## config.mk

```make
export PLATFORM = sky130hd
export DESIGN_NAME = fps_ctrl
export DESIGN_NICKNAME = d
export VERILOG_FILES = /design/src/sv/fps_pkg.sv /design/src/sv/fps_ctrl.sv
export SDC_FILE = /design/constraint.sdc
export NUM_CORES = 1
export LEC_CHECK = 0
export ABC_AREA = 0
export BUFFER_PORTS_ARGS = -buffer_cell sky130_fd_sc_hd__buf_2
export CAP_MARGIN = 40
export CORE_MARGIN = 1.5
export CORE_UTILIZATION = 52
export CTS_CLUSTER_DIAMETER = 120
export DETAILED_ROUTE_END_ITERATION = 7
export GPL_TIMING_DRIVEN = 0
export PLACE_DENSITY = 0.73
export RECOVER_POWER = 50
export SLEW_MARGIN = 20
export SYNTH_ARGS = -nofsm -noshare
export SYNTH_HDL_FRONTEND = slang
export SYNTH_SLANG_ARGS = --single-unit
```

## constraint.sdc

```tcl
create_clock -name clk_i -period 5.8 [get_ports clk_i]
set_input_delay 0.29 -clock clk_i [delete_from_list [all_inputs] [get_ports clk_i]]
set_output_delay 0.29 -clock clk_i [all_outputs]
set_load 0.01 [all_outputs]
```

## src/sv/fps_pkg.sv

```systemverilog
// ----------------------------------------------------------------------------
// Farthest point sampler package
// Shared types and fixed constants of the sampler core.
// ----------------------------------------------------------------------------
package fps_pkg;

  // Fixed field widths
  localparam int unsigned CFG_W      = 7;
  localparam int unsigned DIM_CFG_W  = 3;
  localparam int unsigned IDX_OUT_W  = 10;
  localparam int unsigned DIST_W     = 64;
  localparam int unsigned SQ_LIMIT_W = 32;

  // Selection limits and reset values
  localparam logic [CFG_W-1:0]     SEL_LIMIT       = 7'd64;
  localparam logic [DIM_CFG_W-1:0] DIM_COUNT_RST   = 3'd2;
  localparam logic [CFG_W-1:0]     SELECT_COUNT_RST = 7'd16;

  // Cycles between the last issued point and a settled pick
  localparam logic [2:0] PIPE_DRAIN = 3'd5;

  typedef enum logic [0:0] {
    REG_DIM_COUNT    = 1'b0,
    REG_SELECT_COUNT = 1'b1
  } cfg_reg_e;

  typedef enum logic [2:0] {
    ST_IDLE,
    ST_ISSUE,
    ST_DRAIN,
    ST_EMIT,
    ST_FETCH
  } fps_state_e;

  typedef struct packed {
    logic load_en;
    logic clear;
    logic issue;
    logic centroid;
    logic first_round;
    logic fetch_pick;
    logic latch_prev;
  } fps_cmd_t;

endpackage

```

## src/sv/fps_ctrl.sv

```systemverilog
// ----------------------------------------------------------------------------
// Farthest point sampler controller
// Sequences loading, the per-round store passes and result emission.
// ----------------------------------------------------------------------------
module fps_ctrl import fps_pkg::*; #(
  parameter int unsigned MAX_POINTS = 1024
) (
  input  logic                              clk_i,
  input  logic                              rst_ni,
  input  logic                              start_i,
  input  logic                              point_last_i,
  input  logic [CFG_W-1:0]                  select_count_i,
  input  logic [$clog2(MAX_POINTS+1)-1:0]   count_i,
  output fps_cmd_t                          cmd_o,
  output logic [$clog2(MAX_POINTS)-1:0]     issue_idx_o,
  output logic                              busy_o,
  output logic                              result_valid_o,
  output logic                              select_last_o
);

  localparam int unsigned CNT_W = $clog2(MAX_POINTS+1);
  localparam int unsigned IDX_W = $clog2(MAX_POINTS);
  localparam int unsigned CMP_W = (CNT_W > CFG_W) ? CNT_W : CFG_W;

  fps_state_e       state_q, state_d;
  logic [CNT_W-1:0] j_q, j_d;
  logic [2:0]       drain_q, drain_d;
  logic [CFG_W-1:0] r_q, r_d;
  logic [CFG_W-1:0] k_sel, k_run;
  logic             pass_end, run_last;

  // Clamp the selection count, then limit it to the points loaded
  always_comb begin
    k_sel = select_count_i;
    if (k_sel == '0) begin
      k_sel = CFG_W'(1);
    end else if (k_sel > SEL_LIMIT) begin
      k_sel = SEL_LIMIT;
    end
    k_run = (CMP_W'(count_i) < CMP_W'(k_sel)) ? CFG_W'(count_i) : k_sel;
  end

  assign pass_end = ((j_q + CNT_W'(1)) == count_i);
  assign run_last = ((r_q + CFG_W'(1)) == k_run);

  // Next state
  always_comb begin
    state_d = state_q;
    j_d     = j_q;
    drain_d = drain_q;
    r_d     = r_q;
    case (state_q)
      ST_IDLE: begin
        if (start_i && point_last_i) begin
          state_d = ST_ISSUE;
          j_d     = '0;
          r_d     = '0;
        end
      end
      ST_ISSUE: begin
        j_d = j_q + CNT_W'(1);
        if (pass_end) begin
          state_d = ST_DRAIN;
          drain_d = '0;
        end
      end
      ST_DRAIN: begin
        drain_d = drain_q + 3'd1;
        if (drain_q == PIPE_DRAIN - 3'd1) begin
          state_d = ST_EMIT;
        end
      end
      ST_EMIT: begin
        if (run_last) begin
          state_d = ST_IDLE;
        end else begin
          state_d = ST_FETCH;
          r_d     = r_q + CFG_W'(1);
        end
      end
      ST_FETCH: begin
        state_d = ST_ISSUE;
        j_d     = '0;
      end
      default: begin
        state_d = ST_IDLE;
      end
    endcase
  end

  // Outputs
  always_comb begin
    cmd_o             = '0;
    cmd_o.centroid    = (r_q == '0);
    cmd_o.first_round = (r_q == CFG_W'(1));
    busy_o            = 1'b1;
    result_valid_o    = 1'b0;
    select_last_o     = 1'b0;
    case (state_q)
      ST_IDLE: begin
        busy_o        = 1'b0;
        cmd_o.load_en = start_i;
      end
      ST_ISSUE: begin
        cmd_o.issue = 1'b1;
      end
      ST_DRAIN: begin
      end
      ST_EMIT: begin
        result_valid_o   = 1'b1;
        select_last_o    = run_last;
        cmd_o.fetch_pick = 1'b1;
        cmd_o.clear      = run_last;
      end
      ST_FETCH: begin
        cmd_o.latch_prev = 1'b1;
      end
      default: begin
      end
    endcase
  end

  assign issue_idx_o = j_q[IDX_W-1:0];

  // Hold state and counters
  always_ff @(posedge clk_i or negedge rst_ni) begin
    if (!rst_ni) begin
      state_q <= ST_IDLE;
      j_q     <= '0;
      drain_q <= '0;
      r_q     <= '0;
    end else begin
      state_q <= state_d;
      j_q     <= j_d;
      drain_q <= drain_d;
      r_q     <= r_d;
    end
  end

endmodule

```

# == Word level (Yosys, flattened, before mapping) ==
# Index checks and enable logic that the tools add are counted.
# Widths: inputs -> output; s select.
# totals
register_bits,24
output_inout_bits,20
wordCells,53
inputBits,22
# classes
n_addsub,3
mux,21
n_reduce_logical,11
eq_ne,12
n_lt_le_gt_ge,2
# op_table
operator,count
$mux 7,5
$pmux 11 s3,1
$mux 3,5
$pmux 3 s5,1
$logic_not 7->1,2
$pmux 7 s2,1
$add 11x1->11 const B,1
$eq 11x11->1,1
$lt 11x7->1,1
$mux 11,1
$ne 2x2->1 const B,4
$add 7x1->7 const B,1
$eq 7x1->1 const B,1
$eq 7x7->1,1
$gt 7x7->1 const B,1
$eq 3x2->1 const B,2
$eq 3x3->1 const B,2
$mux 1,6
$pmux 3 s2,1
$reduce_and 3->1,2
$reduce_and 2->1,2
$reduce_bool 2->1,2
$add 3x1->3 const B,1
$eq 3x1->1 const B,1
3 further kinds,3

# == Logic depth before layout (Yosys ltp) ==
# Gate-level depths: netlist of run 1.
# logic_depth
depth_word,8
ltp_mapped,12
mapped_depth_nobuf,11

# == Least setup slack after synthesis of run 1 ==
# No wires, ideal clock.
# synth_path
kind,input -> output
start,in select_count_i[2]
end,out cmd_o[5] in the netlist's numbering
path_stages,11
required_ns,5.510
path_slack_ns,3.058
path_buffers,1
t_arrival_ns,2.452
cell_sequence,nor2b_1 inv_1 ha_1 and2_1 and3b_1 a211oi_4 mux2i_1 xor2_1 and4_4 and3_2 buf_4
# synth_between
elab_chain_cells,7
elab_cells_between_ends,8
cone_classes,order compare (2); eq/ne (1); mux (4); reduce/logical (1)
# synth_lines
item,line_no,text
from (decl),fps_ctrl.sv:12,"input logic [CFG_W-1:0] select_count_i,"
$gt 7x7->1,fps_ctrl.sv:37,end else if (k_sel > SEL_LIMIT) begin
$mux 7,fps_ctrl.sv:37,
$mux 7 *,fps_ctrl.sv:35,if (k_sel == '0) begin
$lt 11x7->1,fps_ctrl.sv:40,k_run = (CMP_W'(count_i) < CMP_W'(k_sel)) ? CFG_W'(count_i) : k_sel;
$mux 7 *,fps_ctrl.sv:40,
$eq 7x7->1 *,fps_ctrl.sv:44,assign run_last = ((r_q + CFG_W'(1)) == k_run);
$mux 1 *,--,
to (decl),fps_ctrl.sv:14,"output fps_cmd_t cmd_o,"
# Every way passes the cells marked *; elsewhere a longest branch is shown, timed or not.

==> run metrics, run 1 <==
I/O pins 42; Initial DRC Count 76; final weighted congestion in routability-driven placement 0.928; slowest stage cell, crit path sky130_fd_sc_hd__a211oi_4; Synth Net Count ~280; Arrival @ worst endpoint just under 3000 ps; setup bufs post-CTS 0; final critical-path setup slack 2580 ps; area added between synthesis and finish 16.0%; total of endpoints with negative setup slack in the final report 0; Post-Route WL approximately 4500 um; vias post-DR 1824; Cell Count, Final, Fillers Out between 300 and 400; Max Slew Vio Count 0; Worst IR Drop VDD 0.245 mV; total routing resource utilization after global routing 0.230; peak fanout along the critical path 7; GRT overflow 0; most frequent cell on the critical path sky130_fd_sc_hd__buf_2; wire length of the first global-routing pass a little under 8000 um; required time of the critical path ~5500 ps; worst slack at placement approximately 2600 ps; number of resized instances in the post-cts repair step 0; Starting Density 0.557; maximum operating frequency approximately 0.31 GHz; clock tree from TritonCTS yes; number of remaining DRC errors 0; Synth Area per Inst around 8.4 um^2; clock tree skew after final layout ~6.4 ps; area leader, netlist sky130_fd_sc_hd__dfrtp_1; number of clock sinks 24; Placeable Area 3770 um^2; setup repair after global routing missed its margin false; cts hold-fix bufs 0; count of antenna-violating nets left after detailed routing 0; status finished, final reports clean; standard-cell rows 22; max-cap violations 0; Total Die Area about 4400 um^2; number of flip-flops and latches in the synthesized netlist 24; time the worst path needs with I/O delays and setup around 3200 ps; number of antenna diodes 0; kind of cell with the highest combined delay on the critical path simple AND/OR/NAND/NOR gates; synthesized netlist cell count 250; combined buffer and inverter count along the critical path 4; fin nets 330; Post-synth EDFFs 0; type of element launching the critical path primary input; worst setup path category primary input to output port; Ys Warns 0; H-tree depth 1; Die Y-Extent about 67 um; routed via count divided by cell count approximately 5.3; antenna violations before repair 0; buffers from clock root to sink, at most 2; worst path cell trace buf_2 -> inv_1 -> nand2_1 -> ha_1 -> nand4_1 -> and3b_1 -> a211oi_4 -> mux2i_1 -> xor2_1 -> and4_4 -> and3_2 -> buf_4 -> buf_2; PD cells approximately 310 nW/um^2; fraction of the yosys area taken by sequential cells 0.286; top cells by area in the synthesized netlist sky130_fd_sc_hd__dfrtp_1, sky130_fd_sc_hd__ha_1, sky130_fd_sc_hd__xnor2_1; top cell types by occurrence after synthesis sky130_fd_sc_hd__nand2_1, sky130_fd_sc_hd__dfrtp_1, sky130_fd_sc_hd__nand3_1; setup TNS 0 ps; clk root buf sky130_fd_sc_hd__clkbuf_8; async set or reset register ratio after synthesis 1.00; maximum number of pins on one net before global-route repair 25; largest incremental delay on the critical path approximately 440 ps; transition time at the pin with the least slew margin roughly 1300 ps; Main synth FF type sky130_fd_sc_hd__dfrtp_1; port bufs 41; number of buffers added by the clock tree synthesis step 3; tightest slew margin relative to the limit 0.126; number of cells after detailed placement approximately 340; kind of end point of the critical path output port; share of the synthesized area in the top cell type 0.286; ratio of cells with drive above 1 in the final layout 0.214; hold violation total from the final report 0; Worst-Skew Late Latency roughly 270 ps; Hold Path Class primary input to async pin; cell area after technology mapping 2100 um^2; average wire length per cell after detail routing 13.1 um; via count of the first global-routing pass ~1.7k; overall die width ~67 um; most common cell in the netlist sky130_fd_sc_hd__nand2_1; Period Utilization, post-route 0.555; Filler Cells Inserted approximately 340; detailed placer's ending HPWL ~3500 um; Cell variety after synth 47; cell leakage power between 1 and 1.5 nW; number of iterations in the first detailed-routing pass 4; clock edge transition at the registers on the reported setup and hold paths about 100 ps
-- final cells by class --
type	instances	area, um^2	area share
timing repair buffer	41	204	0.0838
multi-input combinational	192	1320	0.542
clock inverter	1	30.0	0.0123
buffer	18	120	0.0493
clock buffer	3	41.3	0.0170
tap	48	60.1	0.0247
sequential	24	601	0.247
inverter	16	60.1	0.0247
-- flip-flops by register name, indices dropped and copies added (netlist names) --
signal,cells
state_q,3
j_q,11
r_q,7
drain_q,3
-- stage by stage --
| stage | util | total power, mW | area [um^2] | hold slack [ps] |
|---|---|---|---|---|
| floorplan | - | 0.501 | 2100 | -5.59 |
| global placement | 0.627 | 0.593 | 2360 | 319 |
| detailed placement | 0.627 | 0.602 | 2360 | 312 |
| CTS | 0.646 | 0.754 | 2440 | 17.7 |
| global route | 0.646 | 0.815 | 2430 | 405 |
| finish | 0.646 | 0.749 | 2430 | 286 |
-- path summary, 6_finish.rpt --
kind | from | end | slack, ps | depth (start not counted)
max | select_count_i[6] | cmd_o[5] | 2580 | 13
min | rst_ni | drain_q[0]$_DFFE_PN0P_ | 290 | 1
max reg2reg | j_q[0]$_DFFE_PN0P_ | drain_q[2]$_DFFE_PN0P_ | 3300 | 9
min reg2reg | j_q[10]$_DFFE_PN0P_ | j_q[10]$_DFFE_PN0P_ | 520 | 2
max in group asynchronous | rst_ni | j_q[0]$_DFFE_PN0P_ | 4740 | 1
min in group clk_i | point_last_i | state_q[0]$_DFFE_PN0P_ | 390 | 3
-- layout by cell type (no fill, tap or decap), types with 4 or more instances in the layout --
cell type                  netlist  layout
sky130_fd_sc_hd__mux2i_1        10      10
sky130_fd_sc_hd__xor2_1         15      15
sky130_fd_sc_hd__a21oi_1         6       6
sky130_fd_sc_hd__nor2b_1         4       4
sky130_fd_sc_hd__nand3_1        17      17
sky130_fd_sc_hd__nor3_1          8       8
sky130_fd_sc_hd__ha_1           12      12
sky130_fd_sc_hd__xnor2_1        16      16
sky130_fd_sc_hd__buf_2           0      40
sky130_fd_sc_hd__a31oi_1         4       4
sky130_fd_sc_hd__and2_1          4       4
sky130_fd_sc_hd__nor2_1         14      14
sky130_fd_sc_hd__inv_1          15      15
sky130_fd_sc_hd__clkbuf_4        0      10
sky130_fd_sc_hd__clkbuf_1        5       6
sky130_fd_sc_hd__dfrtp_1        24      24
sky130_fd_sc_hd__o21ai_0        15      15
sky130_fd_sc_hd__nand2_1        27      27
-- cell families after synthesis --
kind of cell               after synthesis  share of synthesized area
and+or+nand+nor                         93                      0.233
adders and majority gates               12                     0.0715
xor gates and xnor gates                31                      0.129
DFF                                     24                      0.286
buffers and inverters                   34                     0.0858
muxes                                   10                     0.0477
AOI/OAI and AO/OA                       46                      0.147
-- routing by layer --
metal / up-vias / share of wire / GRT usage
met3: 2 / 0.037 / 0.0389
met1: 839 / 0.51 / 0.323
met2: 33 / 0.45 / 0.370
met4: 0 / 0.0060 / 0.0459
met5: - / 0 / 0
li1: 950 / - / -
-- worst reg2reg max path, cell delays in order, from the launching register on --
cell and delay, ps:
sky130_fd_sc_hd__dfrtp_1 460, sky130_fd_sc_hd__ha_1 330, sky130_fd_sc_hd__nand2_1 140, sky130_fd_sc_hd__nor3_1 370
sky130_fd_sc_hd__xnor2_1 120, sky130_fd_sc_hd__nor4_1 410, sky130_fd_sc_hd__nand2b_1 80, sky130_fd_sc_hd__nand4bb_1 250
sky130_fd_sc_hd__a21oi_1 170, sky130_fd_sc_hd__nor2_1 70
-- report_power, final --
part	total (mW)	internal (mW)	switching, mW
registers	0.253	0.204	0.0494
clock network	0.151	0.0923	0.0586
logic	0.345	0.163	0.182
total	0.749	0.459	0.290
Power figures use the tool's default switching activity.
==> run 2, diff against run 1 <==
- clock period: 5.8 -> 3.33 ns (I/O delays scaled with it)
==> run 2 against run 1 <==
Global-route usage is 0.071 points higher. Utilization grew 0.27 points. Critical path depth unchanged. First-iteration DRC count rose by 29%. Largest power group unchanged. Die area unchanged. Combinational power grew 74%. Clock power is 74% higher. Sequential share of layout area fell by 0.10 points. Final cell count rose by 0.29%. Register-to-register slack worse by 2500 ps. Sequential power rose by 75%.
==> run metrics, run 2 (same netlist as run 1, synthesis figures left out) <==
total of endpoints with negative setup slack in the final report 0 (unchanged); tightest slew margin relative to the limit 0.119 (was 0.126); fin nets 331 (was 330); cts hold-fix bufs 1 (was 0); length in cells of the worst reg-to-reg path 9 (unchanged); maximum number of pins on one net before global-route repair 25 (unchanged); Worst IR Drop VDD 0.427 mV (was 0.245 mV); Core Util, Final 0.648 (was 0.646); final weighted congestion in routability-driven placement 0.928 (unchanged); Starting Density 0.557 (unchanged); largest incremental delay on the critical path 440 ps (about the same); Worst-Skew Late Latency 270 ps (about the same); port bufs 41 (unchanged); ratio of cells with drive above 1 in the final layout 0.213 (was 0.214); kind of cell with the highest combined delay on the critical path simple AND/OR/NAND/NOR gates (unchanged); combined buffer and inverter count along the critical path 4 (unchanged); total routing resource utilization after global routing 0.230 (about the same); worst path cell trace buf_2 -> inv_1 -> nand2_1 -> ha_1 -> nand4_1 -> and3b_1 -> a211oi_4 -> mux2i_1 -> xor2_1 -> and4_4 -> and3_2 -> buf_4 -> buf_2 (unchanged); number of flip-flops in the largest register 11 (unchanged); capture instance of the worst register-to-register path drain_q[2]$_DFFE_PN0P_ (unchanged); most common cell after layout, fill and taps aside sky130_fd_sc_hd__buf_2 (unchanged); antenna violations before repair 0 (unchanged); Top reg by flops j_q (unchanged); vias post-DR 1822 (was 1824); PD cells 534 nW/um^2 (was 308 nW/um^2); hold slack 265 ps (was 286 ps); registers with the most flip-flops j_q x11, r_q x7 (unchanged); placed instance area 2360 um^2 (unchanged); reg2reg setup slack 820 ps (was 3300 ps); number of antenna diodes 0 (unchanged); I/O pins 42 (unchanged); detailed placer's ending HPWL 3460 um (unchanged); number of buffers added by the clock tree synthesis step 3 (unchanged); Setup crit start select_count_i[6] (unchanged); peak fanout along the critical path 7 (unchanged); setup repair after global routing missed its margin false (unchanged); Max Slew Vio Count 0 (unchanged); time the worst path needs with I/O delays and setup 2970 ps; average wire length per cell after detail routing 13.1 um (about the same); GRT overflow 0 (unchanged); Placeable Area 3770 um^2 (unchanged); setup TNS 0 ps (unchanged); clock edge transition at the registers on the reported setup and hold paths 90 ps (was 100 ps); cell leakage power 1.15 nW (about the same); maximum operating frequency between 0.3 and 0.4 GHz; status finished, final reports clean (unchanged); most frequent cell on the critical path sky130_fd_sc_hd__buf_2 (unchanged); Initial DRC Count 98 (was 76); overall die width 66.5 um (unchanged); number of resized instances in the post-cts repair step 0 (unchanged); Final Cell Area 2440 um^2 (was 2430 um^2); type of element launching the critical path primary input (unchanged); Die Y-Extent 66.5 um (unchanged); routed via count divided by cell count 5.30 (was 5.32); cell count along the critical path 13 (unchanged); highest-count cells in the layout ignoring fill and taps sky130_fd_sc_hd__buf_2, sky130_fd_sc_hd__nand2_1, sky130_fd_sc_hd__dfrtp_1, sky130_fd_sc_hd__nand3_1, sky130_fd_sc_hd__xnor2_1 (unchanged); Post-Route WL 4500 um (was 4510 um); number of remaining DRC errors 0 (unchanged); Period Utilization, post-route 0.891; clock tree skew after final layout 5.00 ps (was 6.45 ps); worst setup path category primary input to output port (unchanged); standard-cell rows 22 (unchanged); max-cap violations 0 (unchanged); clk root buf sky130_fd_sc_hd__clkbuf_8 (unchanged); worst reg2reg startpoint j_q[0]$_DFFE_PN0P_ (unchanged); H-tree depth 1 (unchanged); number of iterations in the first detailed-routing pass 4 (unchanged); transition time at the pin with the least slew margin 1320 ps (was 1310 ps); area added between synthesis and finish 16.4% (was 16.0%); Hold Path Class primary input to register (was primary input to async pin); number of clock sinks 24 (unchanged); slowest stage cell, crit path sky130_fd_sc_hd__a211oi_4 (unchanged); required time of the critical path 3160 ps (was 5510 ps); Arrival @ worst endpoint 2800 ps (was 2930 ps); count of antenna-violating nets left after detailed routing 0 (unchanged); via count of the first global-routing pass 1730 (was 1714); Setup crit end cmd_o[5] (unchanged); wire length of the first global-routing pass 7870 um (was 7850 um); clock tree from TritonCTS yes (unchanged); setup bufs post-CTS 0 (unchanged); hold violation total from the final report 0 (unchanged); buffers from clock root to sink, at most 2 (unchanged); kind of end point of the critical path output port (unchanged); Total Die Area 4430 um^2 (unchanged)
==> run 2: cell count changes in the layout (fill, tap and decap cells not counted) <==
cell,before,now
sky130_fd_sc_hd__dlygate4sd3_1,0,1
==> run 2: stage by stage <==
step / worst slack [ps] / power (mW) / std cells
2_1_floorplan: 741 / 0.873 / 250
3_3_place_gp: 357 / 1.03 / 339
3_5_place_dp: 351 / 1.05 / 339
4_1_cts: 385 / 1.31 / 344
5_1_grt: 115 / 1.42 / 344
6_report: 364 / 1.31 / 344
==> run 2: worst register-to-register path, cell delays in order (launching register included) <==
cell	delay [ps]
sky130_fd_sc_hd__dfrtp_1	460
sky130_fd_sc_hd__ha_1	330
sky130_fd_sc_hd__nand2_1	140
sky130_fd_sc_hd__nor3_1	380
sky130_fd_sc_hd__xnor2_1	130
sky130_fd_sc_hd__nor4_1	410
sky130_fd_sc_hd__nand2b_1	80
sky130_fd_sc_hd__nand4bb_1	250
sky130_fd_sc_hd__a21oi_1	170
sky130_fd_sc_hd__nor2_1	70
==> run 2: layout make-up <==
cell class | instances | area [um^2]
Multi-Input combinational cell | 192 | 1320
Clock buffer | 3 | 41.3
Timing Repair Buffer | 42 | 214
Tap cell | 48 | 60.1
Fill cell | 334 | 1330
Sequential cell | 24 | 601
Inverter | 16 | 60.1
Clock inverter | 1 | 30.0
Buffer | 18 | 120
==> run 2: worst min path at each step <==
stage / startpoint / to / cells past startpoint
6_report: point_last_i / state_q[0]$_DFFE_PN0P_ / 3
5_1_grt: point_last_i / state_q[0]$_DFFE_PN0P_ / 3
4_1_cts: point_last_i / state_q[0]$_DFFE_PN0P_ / 3
3_5_place_dp: rst_ni / r_q[3]$_DFFE_PN0P_ / 1
3_3_place_gp: rst_ni / r_q[3]$_DFFE_PN0P_ / 1
2_1_floorplan: rst_ni / drain_q[0]$_DFFE_PN0P_ / 0
==> run 2: power by group <==
group | total [mW] | switching [mW] | internal (mW) | leakage [nW]
registers | 0.442 | 0.0869 | 0.355 | 0.311
logic | 0.601 | 0.316 | 0.284 | 0.805
clock network | 0.262 | 0.102 | 0.161 | 0.0357
==> run 2: layer usage <==
metal  routed length (um)  vias up  track usage
li1                     -      952            -
met1                 2290      837        0.321
met2                 2040       31        0.375
met3                  140        2       0.0389
met4                   27        0       0.0459
met5                    0        -            0
